==> config.mk <==
export PLATFORM = sky130hd
export DESIGN_NAME = tisl_match
export DESIGN_NICKNAME = d
export VERILOG_FILES = /design/src/rtl/core/tisl_pkg.sv /design/src/rtl/core/tisl_match.sv
export SDC_FILE = /design/constraint.sdc
export NUM_CORES = 1
export LEC_CHECK = 0
export BUFFER_PORTS_ARGS = -buffer_cell sky130_fd_sc_hd__buf_2
export CORE_MARGIN = 4
export CORE_UTILIZATION = 35
export DETAILED_ROUTE_END_ITERATION = 12
export GPL_TIMING_DRIVEN = 0
export MAX_ROUTING_LAYER = met4
export PLACE_DENSITY = 0.63
export SYNTH_ARGS = -nofsm -noshare
export SYNTH_HDL_FRONTEND = slang
export SYNTH_SLANG_ARGS = --single-unit
==> constraint.sdc <==
create_clock -name vclk -period 10.2
set_clock_uncertainty 0.15 [all_clocks]
set_input_delay 1.02 -clock vclk [all_inputs]
set_output_delay 1.02 -clock vclk [all_outputs]
set_load 0.005 [all_outputs]
==> src/rtl/core/tisl_pkg.sv <==
// tisl_pkg: shared constants, command and status codes, and types for the
// pointing schedule lookup unit. Used by tisl_store, tisl_match and the top level.
package tisl_pkg;

    localparam int TABLE_DEPTH = 256;
    localparam int IDX_W       = $clog2(TABLE_DEPTH);
    localparam int CNT_W       = $clog2(TABLE_DEPTH + 1);

    localparam int TIME_W = 32;
    localparam int RA_W   = 29;
    localparam int DEC_W  = 28;
    localparam int AGE_W  = 31;

    localparam int CFG_IDX_W  = 3;
    localparam int CFG_DATA_W = 32;

    localparam logic [1:0] CMD_CLEAR  = 2'd0;
    localparam logic [1:0] CMD_APPEND = 2'd1;
    localparam logic [1:0] CMD_FINISH = 2'd2;
    localparam logic [1:0] CMD_QUERY  = 2'd3;

    localparam logic [1:0] ST_STORED  = 2'd0;
    localparam logic [1:0] ST_TOO_OLD = 2'd1;
    localparam logic [1:0] ST_NONPOS  = 2'd2;
    localparam logic [1:0] ST_FULL    = 2'd3;

    localparam logic [CFG_IDX_W-1:0] CFG_SKIP_AGE     = 3'd0;
    localparam logic [CFG_IDX_W-1:0] CFG_EARLY_MARGIN = 3'd1;
    localparam logic [CFG_IDX_W-1:0] CFG_FIXED_MODE   = 3'd2;
    localparam logic [CFG_IDX_W-1:0] CFG_FIXED_RA     = 3'd3;
    localparam logic [CFG_IDX_W-1:0] CFG_FIXED_DEC    = 3'd4;

    localparam logic [AGE_W-1:0] SKIP_AGE_RESET = 31'd86400;
    localparam int ONE_DAY = 24 * 3600;
    localparam logic signed [TIME_W-1:0] OPEN_END_LIMIT = 32'sd10;
    localparam logic [TIME_W-1:0] TIME_MAX = 32'h7FFF_FFFF;

    typedef struct packed {
        logic signed [TIME_W-1:0] start;
        logic [RA_W-1:0]          ra;
        logic signed [DEC_W-1:0]  dec;
    } t_entry;

    typedef struct packed {
        logic              ent_we;
        logic [IDX_W-1:0]  ent_addr;
        t_entry            ent_data;
        logic              end_we;
        logic [IDX_W-1:0]  end_addr;
        logic [TIME_W-1:0] end_data;
    } t_store_wr;

    typedef struct packed {
        logic contain;
        logic gap;
    } t_match;

endpackage

==> src/rtl/core/tisl_match.sv <==
// tisl_match: interval checks for one scanned entry: containment with the
// early margin, and the gap up to the next newer entry. Depends on tisl_pkg.
module tisl_match (
    input  logic signed [tisl_pkg::TIME_W-1:0] i_time,
    input  logic [tisl_pkg::AGE_W-1:0]         i_margin,
    input  logic signed [tisl_pkg::TIME_W-1:0] i_start,
    input  logic signed [tisl_pkg::TIME_W-1:0] i_end,
    input  logic signed [tisl_pkg::TIME_W-1:0] i_next_start,
    input  logic                               i_has_next,
    output tisl_pkg::t_match                   o_match
);

    logic signed [tisl_pkg::TIME_W+1:0] low_bound;
    logic signed [tisl_pkg::TIME_W+1:0] time_ext;

    // start minus margin can fall below the 32-bit range
    assign low_bound = $signed({{2{i_start[tisl_pkg::TIME_W-1]}}, i_start})
                     - $signed({3'b000, i_margin});
    assign time_ext  = $signed({{2{i_time[tisl_pkg::TIME_W-1]}}, i_time});

    assign o_match.contain = (time_ext >= low_bound) && (i_time <= i_end);
    assign o_match.gap     = i_has_next && (i_time >= i_end) && (i_time <= i_next_start);

endmodule

After elaboration in Yosys (flattened, before gate mapping)
Index checks and enable logic that the tools add are counted.

storage, ports and cells
  input port bits = 160
  flip-flop bits (word level) = 0
  output and inout port bits = 2
  logic and storage cells = 8

operators by class
  reduce and logical (&&, ||, !) cells = 3
  order comparisons = 4
  $add $sub $neg = 1

operators with widths
  kind                 count
  $le A32 B32 Y1       2
  $ge A32 B33 Y1       1
  $sub A32 B32 Y33     1
  $ge A32 B32 Y1       1
  $logic_and A1 B1 Y1  3

Depth between registers and ports, before layout
  word-level depth = 3
  mapped depth = 21

Worst setup path after synthesis
OpenSTA, ideal clock, no wires.

  path kind = input -> output
  start = in i_start[0] (netlist bit)
  end = out o_match[1] (netlist bit)
  stages on the path = 20
  arrival = 4.168 ns
  path slack = 4.862 ns
  buffers on the path = 0
  cells stage by stage = inv_1 ha_1 inv_1 fa_1 a21oi_1 o21ai_1 a21oi_1 o21ai_1 nand2_1 o41a_1 o21a_1 o211ai_1 ha_1 and4_1 nand3_1 nand3b_1 a21oi_1 or4_1 a211oi_1 a221oi_1

RTL lines
  element             RTL line          RTL
  start: declaration  tisl_match.sv:6   input logic signed [tisl_pkg::TIME_W-1:0] i_start,
  end: declaration    tisl_match.sv:10  output tisl_pkg::t_match o_match

==> results.py <==
metrics = {
    "worst_hold_path": {
        "hold_path_class": "input port to primary output",
    },
    "route": {
        "initialDrtViolationCount": 125,
        "vias": 4552,
        "wirelength_um": 12550,
        "via_per_inst": 5.214,
        "drcViolationCount": 0,
        "dr.pass1.iters": 4,
        "ant_nets": 0,
        "wl_per_cell_um": 14.37,
    },
    "timing": {
        "hold_slack_ns": 2.219,
        "tightest_slew_ns": 0.4997,
        "setup_slack_ns": 3.974,
        "fmax_mhz": 160.6,
        "min_period_over_period_pct": 61.04,
        "rsz0062_at_grt": "no",
        "fin_crit_ns": 6.226,
        "finalSetupTns_ns": 0,
        "setup-violations-final": 0,
        "slew_headroom_pct": 66.46,
        "hold_viol": 0,
        "slew_viol_final": 0,
    },
    "place": {
        "place_worst_setup_slack_ns": 3.948,
        "hpwl_um": 11580,
        "globalplace.congestion": 0.8733,
        "port_buffers": 162,
        "place_inst": 873,
    },
    "die": {
        "fp.dieW_um": 116.9,
        "start_util_pct": 36.03,
        "die_area_um2": 13660,
        "die_h_um": 116.9,
        "core_um2": 11520,
        "rows": 39,
        "io_pins": 162,
    },
    "critical_path": {
        "crit_fanout": 4,
        "crit_type": "input port to primary output",
        "cp.arrival_ns": 5.06,
        "cpMostUsedCell": "a21oi_1",
        "end_kind": "primary output",
        "critPathLaunchType": "input port",
        "crit_chain": "buf_2, inv_1, ha_1, inv_1, fa_1, a21oi_1, o21ai_1, a21oi_1, o21ai_1, nand2_1, o22a_1, a211oi_1, a311oi_1, ha_1, and4_1, nand3_1, nand3b_1, a21oi_1, or4_1, a211oi_1, a221oi_1, buf_2",
        "crit_slowest_cell": "or4_1",
        "cpPeakStageDelay_ns": 0.40,
        "required_ns": 9.03,
    },
    "power": {
        "sw_frac_of_total_pct": 53.23,
        "power.internal_uw": 131.0,
        "seqPwrFrac_pct": 0,
        "p_leak_nw": 3.083,
        "pwr-share-clk_pct": 0,
        "powerDensity_nw_per_um2": 54.51,
        "irDropWorstVdd_mv": 0.02171,
        "power_frac_comb_pct": 100.0,
        "p_switching_uw": 149.1,
    },
    "grt": {
        "busiest_layer": "met2",
        "grt_max_degree": 10,
        "antenna_found_initial": 0,
        "grt_overflow": 0,
        "grt_pass1_vias": 4535,
        "grt_usage_pct": 18.23,
        "met1_usage_pct": 23.91,
        "grt_pass1_wl_um": 20070,
        "grt.met3_usage_pct": 0.3085,
        "use_met2_pct": 32.04,
    },
    "yosys": {
        "synthCells": 568,
        "yosysSeqAreaShare_pct": 0,
        "yosysWarnings": 0,
        "avgSynthCellArea_um2": 7.305,
        "synth_nets": 857,
        "ys_types": 58,
        "syn-cell-area_um2": 4149,
    },
    "cells_and_area": {
        "clkbuf_count": 0,
        "regArea_um2": 0,
        "layout.cells.non_filler": 873,
        "antenna_cells": 0,
        "final_nets": 1021,
        "nFlopsAndLatches": 0,
        "drive_gt1_share_pct": 23.97,
        "synthToLayoutAreaGrowth_pct": 23.85,
    },
    "outcome": {
        "status": "complete, no violations",
    },
    "clocking": {
        "cts-resized-gates": 0,
        "cts_hold_buf": 0,
        "post_cts_buffers": 0,
    },
    "flow_run": {
        "drv_cap": 0,
    },
}
[placed cells by master, fill, tap and decap left out, drive strengths merged, types with 4 or more instances in the layout]
cell and n:
buf 165, ha 128, inv 111, a21oi 49
a21o 40, nor2 23, o21ai 22, nand3 20
nand2 17, nand4 17, xor2 13, xnor2 13
nor3 10, a211oi 10, nor2b 8, nand2b 7
o21bai 7, o21a 6, and3 6, o211ai 5
and4 4
[cell families (layout without fill, tap and decap cells)]
group / count (synthesis) / count (layout) / synth area share, %
AO/OA/AOI/OAI: 169 / 169 / 28.08
XOR/XNOR: 26 / 26 / 5.489
adder cells (fa/ha/maj): 129 / 129 / 39.08
buffers and inverters: 116 / 278 / 10.62
multiplexers: 1 / 1 / 0.2714
AND/OR/NAND/NOR: 127 / 127 / 16.47
[per-stage QoR]
step	power (mW)	utilization [%]	cell area [µm²]
final	0.2801	44.62	5139
after global routing	0.3228	44.62	5139
after detailed placement	0.2807	44.62	5139
after global placement	0.2715	44.62	5139
after floorplan	0.1910	-	4149
after CTS	0.2826	44.62	5139
[critical path, delay by kind of cell]
family                     cells  cell delay (ns)
adders and majority gates      3             0.84
buffers and inverters          4             0.33
AOI/OAI and AO/OA             10             1.87
and+or+nand+nor                5             0.98
[power by group through the flow]
stage	registers, mW	logic [mW]	clock network, mW
after floorplan	0	0.191	0
after detailed placement	0	0.281	0
after global routing	0	0.323	0
final	0	0.280	0
after CTS	0	0.283	0
after global placement	0	0.272	0
[final cells by class]
| cell class | count | area [µm²] |
|---|---|---|
| Inverter | 111 | 416.7 |
| Tap cell | 143 | 178.9 |
| Buffer | 5 | 23.77 |
| Multi-Input combinational cell | 452 | 3709 |
| Timing Repair Buffer | 162 | 810.8 |
| Fill cell | 1203 | 6377 |
[final timing paths]
kind / from / to / slack [ns] / cells past startpoint
worst max-delay path: i_start[0] / o_match[1] / 3.97 / 22
worst min-delay path: i_has_next / o_match[0] / 2.22 / 3
[Yosys cell counts (all sizes together), types with 2 or more instances]
| master | count | share of area [%] |
|---|---|---|
| ha | 128 | 39 |
| inv | 111 | 10 |
| a21oi | 49 | 5.9 |
| a21o | 40 | 7.2 |
| nor2 | 23 | 2.1 |
| o21ai | 22 | 2.7 |
| nand3 | 20 | 2.4 |
| nand2 | 17 | 1.5 |
| nand4 | 17 | 2.6 |
| xnor2 | 13 | 2.7 |
| xor2 | 13 | 2.7 |
| a211oi | 10 | 1.8 |
| nor3 | 10 | 1.2 |
| nor2b | 8 | 1.2 |
| nand2b | 7 | 1.1 |
| o21bai | 7 | 1.3 |
| and3 | 6 | 1.0 |
| o21a | 6 | 1.1 |
| o211ai | 5 | 1.0 |
| and4 | 4 | 0.84 |
| a311oi | 3 | 0.78 |
| a31oi | 3 | 0.45 |
| buf | 3 | 0.39 |
| nor4 | 3 | 0.45 |
| o2111ai | 3 | 0.63 |
| o22ai | 3 | 0.60 |
| o41ai | 3 | 1.0 |
| or3 | 3 | 0.45 |
| a211o | 2 | 0.42 |
| clkbuf | 2 | 0.18 |
| nand3b | 2 | 0.36 |
| o221ai | 2 | 0.42 |
| o311ai | 2 | 0.42 |
| o41a | 2 | 0.54 |
| or2 | 2 | 0.30 |
| or4 | 2 | 0.36 |
[layer usage]
layer	vias up	routed length [µm]
met3	20	520
met4	0	235
met2	116	5905
met5	-	0
met1	2034	5887
li1	2382	-
Power figures use the tool's default switching activity.
